[src/hdl/tsrc_pkg.sv]
// Shared types, codes and helpers for the thermostat setpoint/relay controller.
// No dependencies; every other file but tsrc_checker imports this package.
`timescale 1ns / 1ps

package tsrc_pkg;

	// event codes carried in tuser
	localparam logic [2:0] CMD_SAMPLE = 3'd0;
	localparam logic [2:0] CMD_RAISE  = 3'd1;
	localparam logic [2:0] CMD_LOWER  = 3'd2;
	localparam logic [2:0] CMD_ONOFF  = 3'd3;
	localparam logic [2:0] CMD_REMOTE = 3'd4;
	localparam logic [2:0] CMD_TICK   = 3'd5;

	// configuration register indexes
	localparam logic [2:0] REG_ADC_OFFSET      = 3'd0;
	localparam logic [2:0] REG_SETPOINT_MIN    = 3'd1;
	localparam logic [2:0] REG_SETPOINT_MAX    = 3'd2;
	localparam logic [2:0] REG_SETPOINT_STEP   = 3'd3;
	localparam logic [2:0] REG_HOLD_TICKS      = 3'd4;
	localparam logic [2:0] REG_REPORT_TICKS    = 3'd5;
	localparam logic [2:0] REG_BACKLIGHT_TICKS = 3'd6;

	localparam int CFG_DATA_W = 16;

	// largest value the packet can show, 255.9 degrees
	localparam logic [11:0] PKT_MAX_TENTHS = 12'd2559;

	// reciprocal constants: floor(m/39) = (m*1681)>>16 for m < 1024,
	// floor(x/10) = (x*3277)>>15 for x < 2560
	localparam logic [10:0] RECIP_39 = 11'd1681;
	localparam logic [11:0] RECIP_10 = 12'd3277;

	typedef struct packed {
		logic [9:0]  adc_offset;
		logic [11:0] setpoint_min;
		logic [11:0] setpoint_max;
		logic [6:0]  setpoint_step;
		logic [15:0] hold_ticks;
		logic [15:0] report_ticks;
		logic [15:0] backlight_ticks;
	} cfg_t;

	typedef struct packed {
		logic [2:0] command;
		logic [9:0] adc_sample;
		logic       remote_on;
		logic [7:0] remote_whole;
		logic [3:0] remote_tenths;
	} item_t;

	// result of the state update, packet values still binary tenths
	typedef struct packed {
		logic        relay_on;
		logic        backlight_on;
		logic        packet_valid;
		logic        enabled;
		logic [11:0] set_tenths;
		logic [11:0] temp_tenths;
	} upd_t;

	typedef struct packed {
		logic [7:0] whole;
		logic [3:0] tenth;
	} digits_t;

	// split tenths (0..2559) into whole degrees and tenths digit
	function automatic digits_t split_tenths(input logic [11:0] x);
		logic [23:0] prod;
		logic [7:0]  q;
		logic [11:0] rem;
		digits_t     d;
		prod    = x * RECIP_10;
		q       = prod[22:15];
		rem     = x - ({4'd0, q} * 12'd10);
		d.whole = q;
		d.tenth = rem[3:0];
		return d;
	endfunction

endpackage

[src/hdl/tsrc_cfg.sv]
// Configuration register file of the thermostat controller.
// Depends on tsrc_pkg for register indexes and the cfg_t bundle.
`timescale 1ns / 1ps

module tsrc_cfg (
	input  logic                            clk,
	input  logic                            arst_n,
	input  logic                            cfg_we,
	input  logic [2:0]                      cfg_index,
	input  logic [tsrc_pkg::CFG_DATA_W-1:0] cfg_data,
	output tsrc_pkg::cfg_t                  cfg
);
	import tsrc_pkg::*;

	cfg_t cfg_q;

	always_ff @(posedge clk or negedge arst_n) begin
		if (!arst_n) begin
			cfg_q.adc_offset      <= 10'd240;
			cfg_q.setpoint_min    <= 12'd100;
			cfg_q.setpoint_max    <= 12'd300;
			cfg_q.setpoint_step   <= 7'd5;
			cfg_q.hold_ticks      <= 16'd900;
			cfg_q.report_ticks    <= 16'd4500;
			cfg_q.backlight_ticks <= 16'd180;
		end else if (cfg_we) begin
			case (cfg_index)
				REG_ADC_OFFSET:      cfg_q.adc_offset      <= cfg_data[9:0];
				REG_SETPOINT_MIN:    cfg_q.setpoint_min    <= cfg_data[11:0];
				REG_SETPOINT_MAX:    cfg_q.setpoint_max    <= cfg_data[11:0];
				REG_SETPOINT_STEP:   cfg_q.setpoint_step   <= cfg_data[6:0];
				REG_HOLD_TICKS:      cfg_q.hold_ticks      <= cfg_data;
				REG_REPORT_TICKS:    cfg_q.report_ticks    <= cfg_data;
				REG_BACKLIGHT_TICKS: cfg_q.backlight_ticks <= cfg_data;
				default: ;
			endcase
		end
	end

	assign cfg = cfg_q;

endmodule

[src/hdl/tsrc_core.sv]
// Input register, controller state and combinational state update.
// Depends on tsrc_pkg; feeds an upd_t result into the output formatter.
`timescale 1ns / 1ps

module tsrc_core (
	input  logic            clk,
	input  logic            arst_n,
	input  tsrc_pkg::cfg_t  cfg,
	input  logic            in_valid,
	output logic            in_ready,
	input  tsrc_pkg::item_t in_item,
	output logic            upd_valid,
	input  logic            upd_ready,
	output tsrc_pkg::upd_t  upd
);
	import tsrc_pkg::*;

	logic        v_s1;
	item_t       item_s1;
	logic        v_s2;
	upd_t        upd_s2;
	logic        s1_adv;

	logic signed [11:0] temp_q;
	logic [11:0] sp_q;
	logic        en_q, relay_q, elapsed_q, bl_q;
	logic [15:0] hold_cnt_q, report_cnt_q, bl_cnt_q;

	// next-state values
	logic signed [11:0] temp_d;
	logic [11:0] sp_d;
	logic        en_d, relay_d, elapsed_d, bl_d, packet_d;
	logic [15:0] hold_cnt_d, report_cnt_d, bl_cnt_d;

	// sample conversion
	logic signed [10:0] diff;
	logic [10:0] diff_neg;
	logic [9:0]  mag;
	logic [20:0] prod39;
	logic [10:0] scaled;

	// key arithmetic
	logic [12:0] raise_sum, lower_lim;
	logic [11:0] remote_sp;
	logic [15:0] hold_inc, report_inc, bl_inc;
	logic        user_act, relay_a;

	function automatic logic follow(input logic signed [11:0] t, input logic [11:0] sp,
			input logic cur);
		logic signed [12:0] tx, sx;
		logic r;
		tx = {t[11], t};
		sx = {1'b0, sp};
		r  = cur;
		if (tx < sx)
			r = 1'b1;
		else if (tx > sx)
			r = 1'b0;
		return r;
	endfunction

	assign s1_adv   = v_s1 && (!v_s2 || upd_ready);
	assign in_ready = !v_s1 || s1_adv;

	// (adc - offset) * 40 / 39 toward zero = sign * (m + m/39)
	assign diff     = $signed({1'b0, item_s1.adc_sample}) - $signed({1'b0, cfg.adc_offset});
	assign diff_neg = -diff;
	assign mag      = diff[10] ? diff_neg[9:0] : diff[9:0];
	assign prod39   = mag * RECIP_39;
	assign scaled   = {1'b0, mag} + {6'd0, prod39[20:16]};

	assign raise_sum  = {1'b0, sp_q} + {6'd0, cfg.setpoint_step};
	assign lower_lim  = {1'b0, cfg.setpoint_min} + {6'd0, cfg.setpoint_step};
	assign remote_sp  = {item_s1.remote_whole, 3'd0} + {3'd0, item_s1.remote_whole, 1'b0}
		+ {8'd0, item_s1.remote_tenths};
	assign hold_inc   = hold_cnt_q + 16'd1;
	assign report_inc = report_cnt_q + 16'd1;
	assign bl_inc     = bl_cnt_q + 16'd1;

	always_comb begin
		temp_d       = temp_q;
		sp_d         = sp_q;
		en_d         = en_q;
		elapsed_d    = elapsed_q;
		bl_d         = bl_q;
		bl_cnt_d     = bl_cnt_q;
		hold_cnt_d   = hold_cnt_q;
		report_cnt_d = report_cnt_q;
		packet_d     = 1'b0;
		user_act     = 1'b0;
		case (item_s1.command)
			CMD_SAMPLE: begin
				temp_d = diff[10] ? -$signed({1'b0, scaled}) : $signed({1'b0, scaled});
			end
			CMD_RAISE: begin
				user_act = 1'b1;
				sp_d = (raise_sum > {1'b0, cfg.setpoint_max}) ? cfg.setpoint_max
					: raise_sum[11:0];
			end
			CMD_LOWER: begin
				user_act = 1'b1;
				sp_d = ({1'b0, sp_q} < lower_lim) ? cfg.setpoint_min
					: sp_q - {5'd0, cfg.setpoint_step};
			end
			CMD_ONOFF: begin
				user_act = 1'b1;
				en_d = !en_q;
			end
			CMD_REMOTE: begin
				user_act = 1'b1;
				en_d = item_s1.remote_on;
				sp_d = remote_sp;
			end
			CMD_TICK: begin
				hold_cnt_d = hold_inc;
				if (hold_inc >= cfg.hold_ticks) begin
					hold_cnt_d = 16'd0;
					elapsed_d  = 1'b1;
				end
				report_cnt_d = report_inc;
				if (report_inc >= cfg.report_ticks) begin
					report_cnt_d = 16'd0;
					packet_d     = 1'b1;
				end
				if (bl_q) begin
					bl_cnt_d = bl_inc;
					if (bl_inc >= cfg.backlight_ticks) begin
						bl_cnt_d = 16'd0;
						bl_d     = 1'b0;
					end
				end
			end
			default: ;
		endcase
		if (user_act) begin
			bl_d     = 1'b1;
			bl_cnt_d = 16'd0;
			packet_d = 1'b1;
		end
		// keys and remote updates act on the compare at once
		relay_a = relay_q;
		if (user_act)
			relay_a = en_d ? follow(temp_d, sp_d, relay_q) : 1'b0;
		// periodic re-evaluation once per hold interval
		relay_d = 1'b0;
		if (en_d) begin
			relay_d = relay_a;
			if (elapsed_d) begin
				elapsed_d = 1'b0;
				relay_d   = follow(temp_d, sp_d, relay_a);
			end
		end
	end

	always_ff @(posedge clk or negedge arst_n) begin
		if (!arst_n) begin
			v_s1         <= 1'b0;
			v_s2         <= 1'b0;
			temp_q       <= '0;
			sp_q         <= 12'd200;
			en_q         <= 1'b1;
			relay_q      <= 1'b0;
			elapsed_q    <= 1'b1;
			hold_cnt_q   <= '0;
			report_cnt_q <= '0;
			bl_cnt_q     <= '0;
			bl_q         <= 1'b0;
		end else begin
			if (in_ready)
				v_s1 <= in_valid;
			if (s1_adv || upd_ready)
				v_s2 <= s1_adv;
			if (s1_adv) begin
				temp_q       <= temp_d;
				sp_q         <= sp_d;
				en_q         <= en_d;
				relay_q      <= relay_d;
				elapsed_q    <= elapsed_d;
				hold_cnt_q   <= hold_cnt_d;
				report_cnt_q <= report_cnt_d;
				bl_cnt_q     <= bl_cnt_d;
				bl_q         <= bl_d;
			end
		end
	end

	// payload registers
	always_ff @(posedge clk) begin
		if (in_ready && in_valid)
			item_s1 <= in_item;
		if (s1_adv) begin
			upd_s2.relay_on     <= relay_d;
			upd_s2.backlight_on <= bl_d;
			upd_s2.packet_valid <= packet_d;
			upd_s2.enabled      <= en_d;
			upd_s2.set_tenths   <= !packet_d ? 12'd0
				: (sp_d > PKT_MAX_TENTHS) ? PKT_MAX_TENTHS : sp_d;
			// converted temperature never exceeds 104.9, so no upper clip
			upd_s2.temp_tenths  <= (packet_d && temp_d > 12'sd0) ? temp_d : 12'd0;
		end
	end

	assign upd_valid = v_s2;
	assign upd       = upd_s2;

endmodule

[src/hdl/tsrc_fmt.sv]
// Output stage: splits packet values into degree digits and holds the result item.
// Depends on tsrc_pkg for upd_t and split_tenths.
`timescale 1ns / 1ps

module tsrc_fmt (
	input  logic           clk,
	input  logic           arst_n,
	input  logic           upd_valid,
	output logic           upd_ready,
	input  tsrc_pkg::upd_t upd,
	output logic           m_axis_tvalid,
	input  logic           m_axis_tready,
	output logic [31:0]    m_axis_tdata,
	output logic [0:0]     m_axis_tuser
);
	import tsrc_pkg::*;

	logic        out_valid_q;
	logic [31:0] tdata_q;
	logic        tuser_q;
	digits_t     sp_dig, tp_dig;

	assign upd_ready = !out_valid_q || m_axis_tready;
	assign sp_dig    = split_tenths(upd.set_tenths);
	assign tp_dig    = split_tenths(upd.temp_tenths);

	always_ff @(posedge clk or negedge arst_n) begin
		if (!arst_n)
			out_valid_q <= 1'b0;
		else if (upd_ready)
			out_valid_q <= upd_valid;
	end

	always_ff @(posedge clk) begin
		if (upd_ready && upd_valid) begin
			tdata_q <= {5'd0, tp_dig.tenth, tp_dig.whole, sp_dig.tenth, sp_dig.whole,
				upd.enabled, upd.backlight_on, upd.relay_on};
			tuser_q <= upd.packet_valid;
		end
	end

	assign m_axis_tvalid   = out_valid_q;
	assign m_axis_tdata    = tdata_q;
	assign m_axis_tuser[0] = tuser_q;

endmodule

[src/hdl/thermostat_setpoint_relay_controller.sv]
// Thermostat with setpoint keys and on/off relay control under a minimum
// switching interval. One event item is accepted every clock cycle while the output
// is not held back; its result item passes the input register, the state update
// register and the digit formatting register, and every event passes through the
// combinational state update between the first two of these. Keys and remote
// updates act on the relay at once; otherwise the relay follows the temperature
// compare once per hold interval of ticks. Configuration writes take effect on
// the next cycle.
// Depends on tsrc_pkg, tsrc_cfg, tsrc_core and tsrc_fmt.
`timescale 1ns / 1ps

module thermostat_setpoint_relay_controller (
	input  logic                            clk,
	input  logic                            arst_n,
	input  logic                            s_axis_tvalid,
	output logic                            s_axis_tready,
	// adc_sample[9:0], remote_on[10], remote_whole[18:11], remote_tenths[22:19]
	input  logic [23:0]                     s_axis_tdata,
	// command[2:0]
	input  logic [2:0]                      s_axis_tuser,
	output logic                            m_axis_tvalid,
	input  logic                            m_axis_tready,
	// relay_on[0], backlight_on[1], enabled[2], set_whole[10:3], set_tenth[14:11],
	// temp_whole[22:15], temp_tenth[26:23]
	output logic [31:0]                     m_axis_tdata,
	// packet_valid[0]
	output logic [0:0]                      m_axis_tuser,
	input  logic                            cfg_we,
	input  logic [2:0]                      cfg_index,
	input  logic [tsrc_pkg::CFG_DATA_W-1:0] cfg_data
);
	import tsrc_pkg::*;

	cfg_t  cfg;
	item_t in_item;
	upd_t  upd;
	logic  upd_valid, upd_ready;

	assign in_item.command       = s_axis_tuser;
	assign in_item.adc_sample    = s_axis_tdata[9:0];
	assign in_item.remote_on     = s_axis_tdata[10];
	assign in_item.remote_whole  = s_axis_tdata[18:11];
	assign in_item.remote_tenths = s_axis_tdata[22:19];

	tsrc_cfg u_cfg (
		.clk       (clk),
		.arst_n    (arst_n),
		.cfg_we    (cfg_we),
		.cfg_index (cfg_index),
		.cfg_data  (cfg_data),
		.cfg       (cfg)
	);

	tsrc_core u_core (
		.clk       (clk),
		.arst_n    (arst_n),
		.cfg       (cfg),
		.in_valid  (s_axis_tvalid),
		.in_ready  (s_axis_tready),
		.in_item   (in_item),
		.upd_valid (upd_valid),
		.upd_ready (upd_ready),
		.upd       (upd)
	);

	tsrc_fmt u_fmt (
		.clk           (clk),
		.arst_n        (arst_n),
		.upd_valid     (upd_valid),
		.upd_ready     (upd_ready),
		.upd           (upd),
		.m_axis_tvalid (m_axis_tvalid),
		.m_axis_tready (m_axis_tready),
		.m_axis_tdata  (m_axis_tdata),
		.m_axis_tuser  (m_axis_tuser)
	);

endmodule

[config.mk]
export PLATFORM = sky130hd
export DESIGN_NAME = thermostat_setpoint_relay_controller
export DESIGN_NICKNAME = d
export VERILOG_FILES = /design/src/hdl/tsrc_pkg.sv /design/src/hdl/tsrc_cfg.sv /design/src/hdl/tsrc_core.sv /design/src/hdl/tsrc_fmt.sv /design/src/hdl/thermostat_setpoint_relay_controller.sv
export SDC_FILE = /design/constraint.sdc
export NUM_CORES = 1
export LEC_CHECK = 0
export ABC_AREA = 1
export BUFFER_PORTS_ARGS = -buffer_cell sky130_fd_sc_hd__buf_2
export CAP_MARGIN = 10
export CORE_MARGIN = 3
export CORE_UTILIZATION = 60
export DETAILED_ROUTE_END_ITERATION = 10
export MAX_ROUTING_LAYER = met4
export PLACE_DENSITY = 0.75
export REMOVE_ABC_BUFFERS = 1
export SYNTH_ARGS = -nofsm -noshare
export SYNTH_HDL_FRONTEND = slang
export SYNTH_HIERARCHICAL = 1
export SYNTH_SLANG_ARGS = --single-unit
[constraint.sdc]
create_clock -name clk -period 9 [get_ports clk]
set_input_delay 0.9 -clock clk [delete_from_list [all_inputs] [get_ports clk]]
set_output_delay 0.9 -clock clk [all_outputs]
set_load 0.01 [all_outputs]
==> results of run 1 <==
==> sequential cells by signal (all words and copies together) (netlist names), 12 cells and up <==
signal and count:
u_fmt/m_axis_tdata 27, u_core/upd 28, u_core/item_s1 26, u_cfg/cfg 89, u_core/temp_q 12, u_core/sp_q 12
u_core/report_cnt_q 16, u_core/bl_cnt_q 16, u_core/hold_cnt_q 16
==> cell type report <==
type	instances	area (µm²)
well taps	511	639
inverters	532	2000
clock inverters	13	158
flip-flops and latches	250	6710
repair buffers	101	617
clock buffers	41	781
fillers	3195	12500
multi-input cells	2017	14500
==> cell usage after synthesis, types with 29 or more instances <==
cell type | instances | area (µm²)
o21ai_0 | 113 | 566
inv_1 | 516 | 1940
nor3_1 | 32 | 160
xor2_1 | 80 | 701
fa_1 | 96 | 1920
ha_1 | 372 | 4650
nor2_1 | 110 | 413
nand3_1 | 192 | 961
nand2_2 | 29 | 181
dfrtp_1 | 137 | 3430
dfstp_2 | 31 | 815
edfxtp_1 | 82 | 2460
nand2_1 | 641 | 2410
a21oi_1 | 146 | 731
==> stage by stage <==
| step | cell area (µm²) | util | std cells |
|---|---|---|---|
| after global placement | 24200 | 0.637 | 3401 |
| after CTS | 25100 | 0.662 | 3455 |
| after floorplan | 23000 | - | 2799 |
| final | 25400 | 0.670 | 3465 |
| after global routing | 25400 | 0.670 | 3465 |
| after detailed placement | 24200 | 0.637 | 3401 |
==> routing by layer <==
metal / vias to the layer above / global-route usage
met5: - / -
met4: 0 / 0.0745
met3: 104 / 0.0292
met2: 430 / 0.466
met1: 8957 / 0.348
li1: 9368 / -
==> worst paths after layout <==
check,cells after the start,endpoint
max,47,u_core/upd[27]
min,1,u_core/bl_cnt_q[10]
max reg2reg,47,u_core/upd[27]
min reg2reg,0,u_fmt/m_axis_tdata[2]
max in group asynchronous,2,u_cfg/cfg[46]
min in group clk,0,u_fmt/m_axis_tdata[2]
==> placed cells by master (no fill, tap or decap), types with 29 or more instances in the layout <==
cell type / count
fa_1: 94
dfstp_2: 31
clkbuf_16: 30
dfrtp_1: 137
o21ai_0: 112
nand3_1: 187
nand2_1: 639
nand2_2: 29
ha_1: 365
edfxtp_1: 82
inv_1: 514
buf_2: 78
nor2_1: 105
nor3_1: 31
xor2_1: 76
a21oi_1: 142
==> repair_timing <==
action	in CTS	in global routing
resized for setup	0	41
endpoints found under the setup margin	0	2
buffers inserted	0	8
==> worst register-to-register path: cells and delay by family (launching register included) <==
kind	cells	cell delay, ps
and+or+nand+nor	21	2340
buffers and inverters	6	400
AOI/OAI and AO/OA	8	1150
DFF	1	400
adders and majority gates	11	3720
xor gates and xnor gates	1	240
==> cells by family after synthesis <==
logic type | synth area share
adder cells (fa/ha/maj) | 0.282
other | 0.000322
buffers and inverters | 0.0977
flip-flops | 0.288
multiplexers | 0.00129
XOR/XNOR | 0.0376
AO/OA/AOI/OAI | 0.0822
AND/OR/NAND/NOR | 0.211
==> results.md, run 1 <==
- Die Footprint: 0.0412 mm²
- Row count: 71
- Max Cap Viol: 0
- DRT Pass-1 Iters: 6
- DRC Markers: 0
- Vias in the first global route: 18.8k
- Initial detailed-routing violation count: 1,203
- Skew final: 16.8 ps
- Die Wd: 203 µm
- Clock Latency Late Sink: 570 ps
- GR Util All Layers: 0.273
- Final WL: 54.7 mm
- Register-to-register setup slack: 480 ps
- Layout cells sized above 1: 0.107
- First-pass GRT wire length: 90.2 mm
- Remaining Overflow, GRT: 0
- PnR worst setup slack: 483 ps
- Yosys reg bits: 250
- Period utilization: 0.946
- Setup TNS: 0 ps
- CTS tree: yes
- Average cell area after synthesis: 8.20 µm²
- Critical path origin: u_cfg/cfg[79]
- Slowest library cell on the worst path: fa_2
- Die Height: 203 µm
- IO Port Bufs: 79
- Nets: 3,450
- CTS clock-pin slew for the worst setup and hold paths: 60 ps
- CTS root buf: clkbuf_16
- Gpl congestion: 0.949
- Pre-CTS WS: 162 ps
- Worst slew pin tran: 1060 ps
- Synth Warn #: 6
- Vias/cell: 5.44
- Wirelength per Cell: 15.8 µm
- CTS Buffer Depth: 3
- Top_reg_cell synth: dfrtp_1
- Largest net degree at the start of global routing: 101
- Final setup vio count: 0
- Hold Path Class: in2async
- ANT nets after route: 0
- Top Layer Used: met4
- Slew Viols, Final: 0
- Number of buffers created by CTS: 29
- Metal3 WL: 2.19 mm
- Crit path max fanout: 7
- Reg2reg start: u_cfg/cfg[79]
- Crit path buffers/inverters: 6
- Top Ports: 86
- Initial antenna violation count: 0
- H-tree levels: 1
- Starting Density: 0.614
- Sink Count: 250
- DR WL met2: 26.8 mm
- Cts hold-fix bufs: 0
- Detailed placer's ending HPWL: 42.9 mm
- Final min period: 8520 ps
- Sequential fraction of the synthesis area: 0.288
- Worst setup path class: reg2reg
- N_diodes: 0
- CP top delay family: adder cells
- Post-Syn Area: 0.0233 mm²
- Arr. time, crit path: 8810 ps
- Mapped Cells: 2,841
- Outcome: finished clean
- FFs w/ async S/R, synth: 0.672
- EDFF count, synth: 82
- Layout area overhead: 9.13%
- Slowest Stage Delay on Critical Path: 550 ps
- Crit path capture type: flop
- DRT met1 WL: 24.1 mm
- Startpoint types: flop
- Final Hold Vio Count: 0
- Fmax: 117 MHz
- Worst EP required: 9290 ps
- Slew headroom: 0.287
- Unique masters post-synth: 59
- Core area: 0.0379 mm²
- DR vias: 18.9k
- WHS: 426 ps
Power of run 1 is not shown: default switching activity piles up to over one toggle a cycle in this logic, so the estimate is an artifact.
==> run 2: changes to the inputs <==
--- a/config.mk
+++ b/config.mk
@@ -5,7 +5,6 @@
 export SDC_FILE = /design/constraint.sdc
 export NUM_CORES = 1
 export LEC_CHECK = 0
-export ABC_AREA = 1
 export BUFFER_PORTS_ARGS = -buffer_cell sky130_fd_sc_hd__buf_2
 export CAP_MARGIN = 10
 export CORE_MARGIN = 3
==> run 2 against run 1 <==
Against the previous run:
- fmax fell by 6.2%
- area after synthesis fell by 4.7%
- core utilization rose by 2.7 points
- hold slack got worse by 9.6 ps
- flip-flop and latch count did not move
- non-clock buffer count rose by 82
- first-iteration DRC count fell by 28%
- clock skew fell by 3.2 ps
- die area fell by 4.6%
- largest cell class unchanged
- critical path type unchanged
- the flow now finishes with violations (setup timing)
- global-route usage fell by 0.23 points
- highest routed layer unchanged
==> results.md, run 2 <==
- H-tree levels: 1
- DRC Markers: 0
- Nets: 2,897
- Cts hold-fix bufs: 0
- Worst slew pin tran: 974 ps
- CP top delay family: adder cells
- Yosys reg bits: 250
- Reg area: 0.00671 mm²
- Crit path max fanout: 3
- Average cell area after synthesis: 10.0 µm²
- Detailed placer's ending HPWL: 39.5 mm
- Largest net degree at the start of global routing: 102
- Final setup vio count: 2
- First-pass GRT wire length: 83.3 mm
- Slowest library cell on the worst path: or4_4
- Period utilization: 1.01
- Core area: 0.0360 mm²
- Commonest cells after routing, fill and taps aside: ha_1, inv_1, nand2_1, dfrtp_1, o21ai_0
- Initial antenna violation count: 1
- Die Wd: 198 µm
- PnR worst setup slack: -84.3 ps
- Max reg flops: 89
- Critical path origin: u_cfg/cfg[79]
- Startpoint types: flop
- Fmax: 110 MHz
- Worst EP required: 9460 ps
- Layout fillers: 2,615
- Unrepaired setup endpoints after global routing: yes
- Placement Cell Area: 0.0235 mm²
- Vias in the first global route: 16.6k
- Unique masters post-synth: 89
- Slowest Stage Delay on Critical Path: 550 ps
- Crit path buffers/inverters: 10
- Slew headroom: 0.346
- Outcome: complete, but fails checks
- Finished Layout Cells: 2,862
- CTS tree: yes
- Number of buffers created by CTS: 28
- Sequential fraction of the synthesis area: 0.302
- Row count: 69
- Post-Syn Area: 0.0222 mm²
- Placed cells: 2,774
- GR Util All Layers: 0.270
- Commonest non-fill, non-tap cell in the layout: ha_1
- Top Ports: 86
- CTS clock-pin slew for the worst setup and hold paths: 60 ps
- Layout cells sized above 1: 0.190
- Synth top area cells: ha_1, dfrtp_1, edfxtp_1, fa_1, inv_1
- Starting Density: 0.617
- Final WL: 51.7 mm
- Arr. time, crit path: 9540 ps
- Post-synth top area share: 0.210
- Max Cap Viol: 0
- Most common cell in the netlist: ha_1
- Worst setup path class: reg2reg
- Skew final: 13.6 ps
- Clock Latency Late Sink: 560 ps
- Mapped Cells: 2,212
- Pre-CTS WS: -240 ps
- Failing checks: setup timing
- Synth Warn #: 6
- CTS root buf: clkbuf_16
- Slew Viols, Final: 0
- Final instance area: 0.0251 mm²
- Layout area overhead: 13.1%
- IO Port Bufs: 79
- Sink Count: 250
- FFs w/ async S/R, synth: 0.672
- Hold Path Class: reg2reg
- ANT nets after route: 0
- DR vias: 16.4k
- Final min period: 9080 ps
- Crit-path most repeated cell: buf_4
- Synth area leader: ha_1
- Reg2reg start: u_cfg/cfg[79]
- Wirelength per Cell: 18.1 µm
- Die Footprint: 0.0393 mm²
- Gpl congestion: 0.989
- Crit path capture type: flop
- Top_reg_cell synth: dfrtp_1
- Vias/cell: 5.72
- Final Hold Vio Count: 0
- Hold path startpoint: u_core/upd[26]
- Initial detailed-routing violation count: 867
- CTS Buffer Depth: 3
- Area occupied by multi-input gates: 0.0145 mm²
- Setup TNS: -144 ps
- Remaining Overflow, GRT: 0
- Die Height: 198 µm
- Synth cell count leaders: ha_1, inv_1, nand2_1
- EDFF count, synth: 82
- DRT Pass-1 Iters: 5
## run 2: cell types whose count changed after synthesis, moves of 30 or more
| cell | before | now |
|---|---|---|
| xor2_1 | 80 | 47 |
| a21oi_1 | 146 | 92 |
| inv_1 | 516 | 328 |
| mux2_2 | 0 | 87 |
| a21o_1 | 7 | 53 |
| xnor2_1 | 20 | 86 |
| nand2_1 | 641 | 172 |
| nor2_1 | 110 | 80 |
| nand3_1 | 192 | 42 |
## run 2: through the flow
stage,util,hold slack [ps]
after floorplan,-,400
after global placement,0.652,402
after detailed placement,0.652,405
after CTS,0.683,419
after global routing,0.698,442
final,0.698,417
## run 2: what timing repair did
item / in CTS / in global routing
buffers inserted: 10 / 26
gates resized for setup: 24 / 70
endpoints found under the hold margin: 0 / 0
setup endpoints to repair: 2 / 2
pin swaps: 18 / 81
## run 2: path summary, 6_finish.rpt
check / slack (ps) / depth (start not counted) / end
setup / recovery: -80 / 49 / u_core/relay_q
hold / removal: 420 / 0 / u_fmt/m_axis_tdata[1]
setup reg to reg: -80 / 49 / u_core/relay_q
hold reg to reg: 420 / 0 / u_fmt/m_axis_tdata[1]
max in group asynchronous: 7050 / 2 / u_cfg/cfg[26]
min in group asynchronous: 460 / 1 / u_core/hold_cnt_q[14]
## run 2: cell families after synthesis
logic type               after synthesis  synth area share
AND/OR/NAND/NOR                      471             0.105
adder cells (fa/ha/maj)              468             0.296
AO/OA/AOI/OAI                        393             0.117
buffers and inverters                381            0.0677
flip-flops                           250             0.302
XOR/XNOR                             137            0.0554
multiplexers                         110            0.0568
other                                  2          0.000338
## run 2: final cells by class
cell class | count | share of cell area
diodes | 1 | 0.0000996
clock buffers | 36 | 0.0311
clock inverters | 16 | 0.00578
inverters | 330 | 0.0493
multi-input cells | 1585 | 0.576
flip-flops and latches | 250 | 0.267
well taps | 461 | 0.0230
repair buffers | 183 | 0.0481
## run 2: metal layers
metal,GRT usage,share of wire,vias to the layer above
met2,0.443,0.48,377
met4,0.0637,0.026,0
li1,-,-,7936
met5,-,0,-
met3,0.0316,0.045,93
met1,0.364,0.45,7971
Power of run 2 is left out for the same reason.
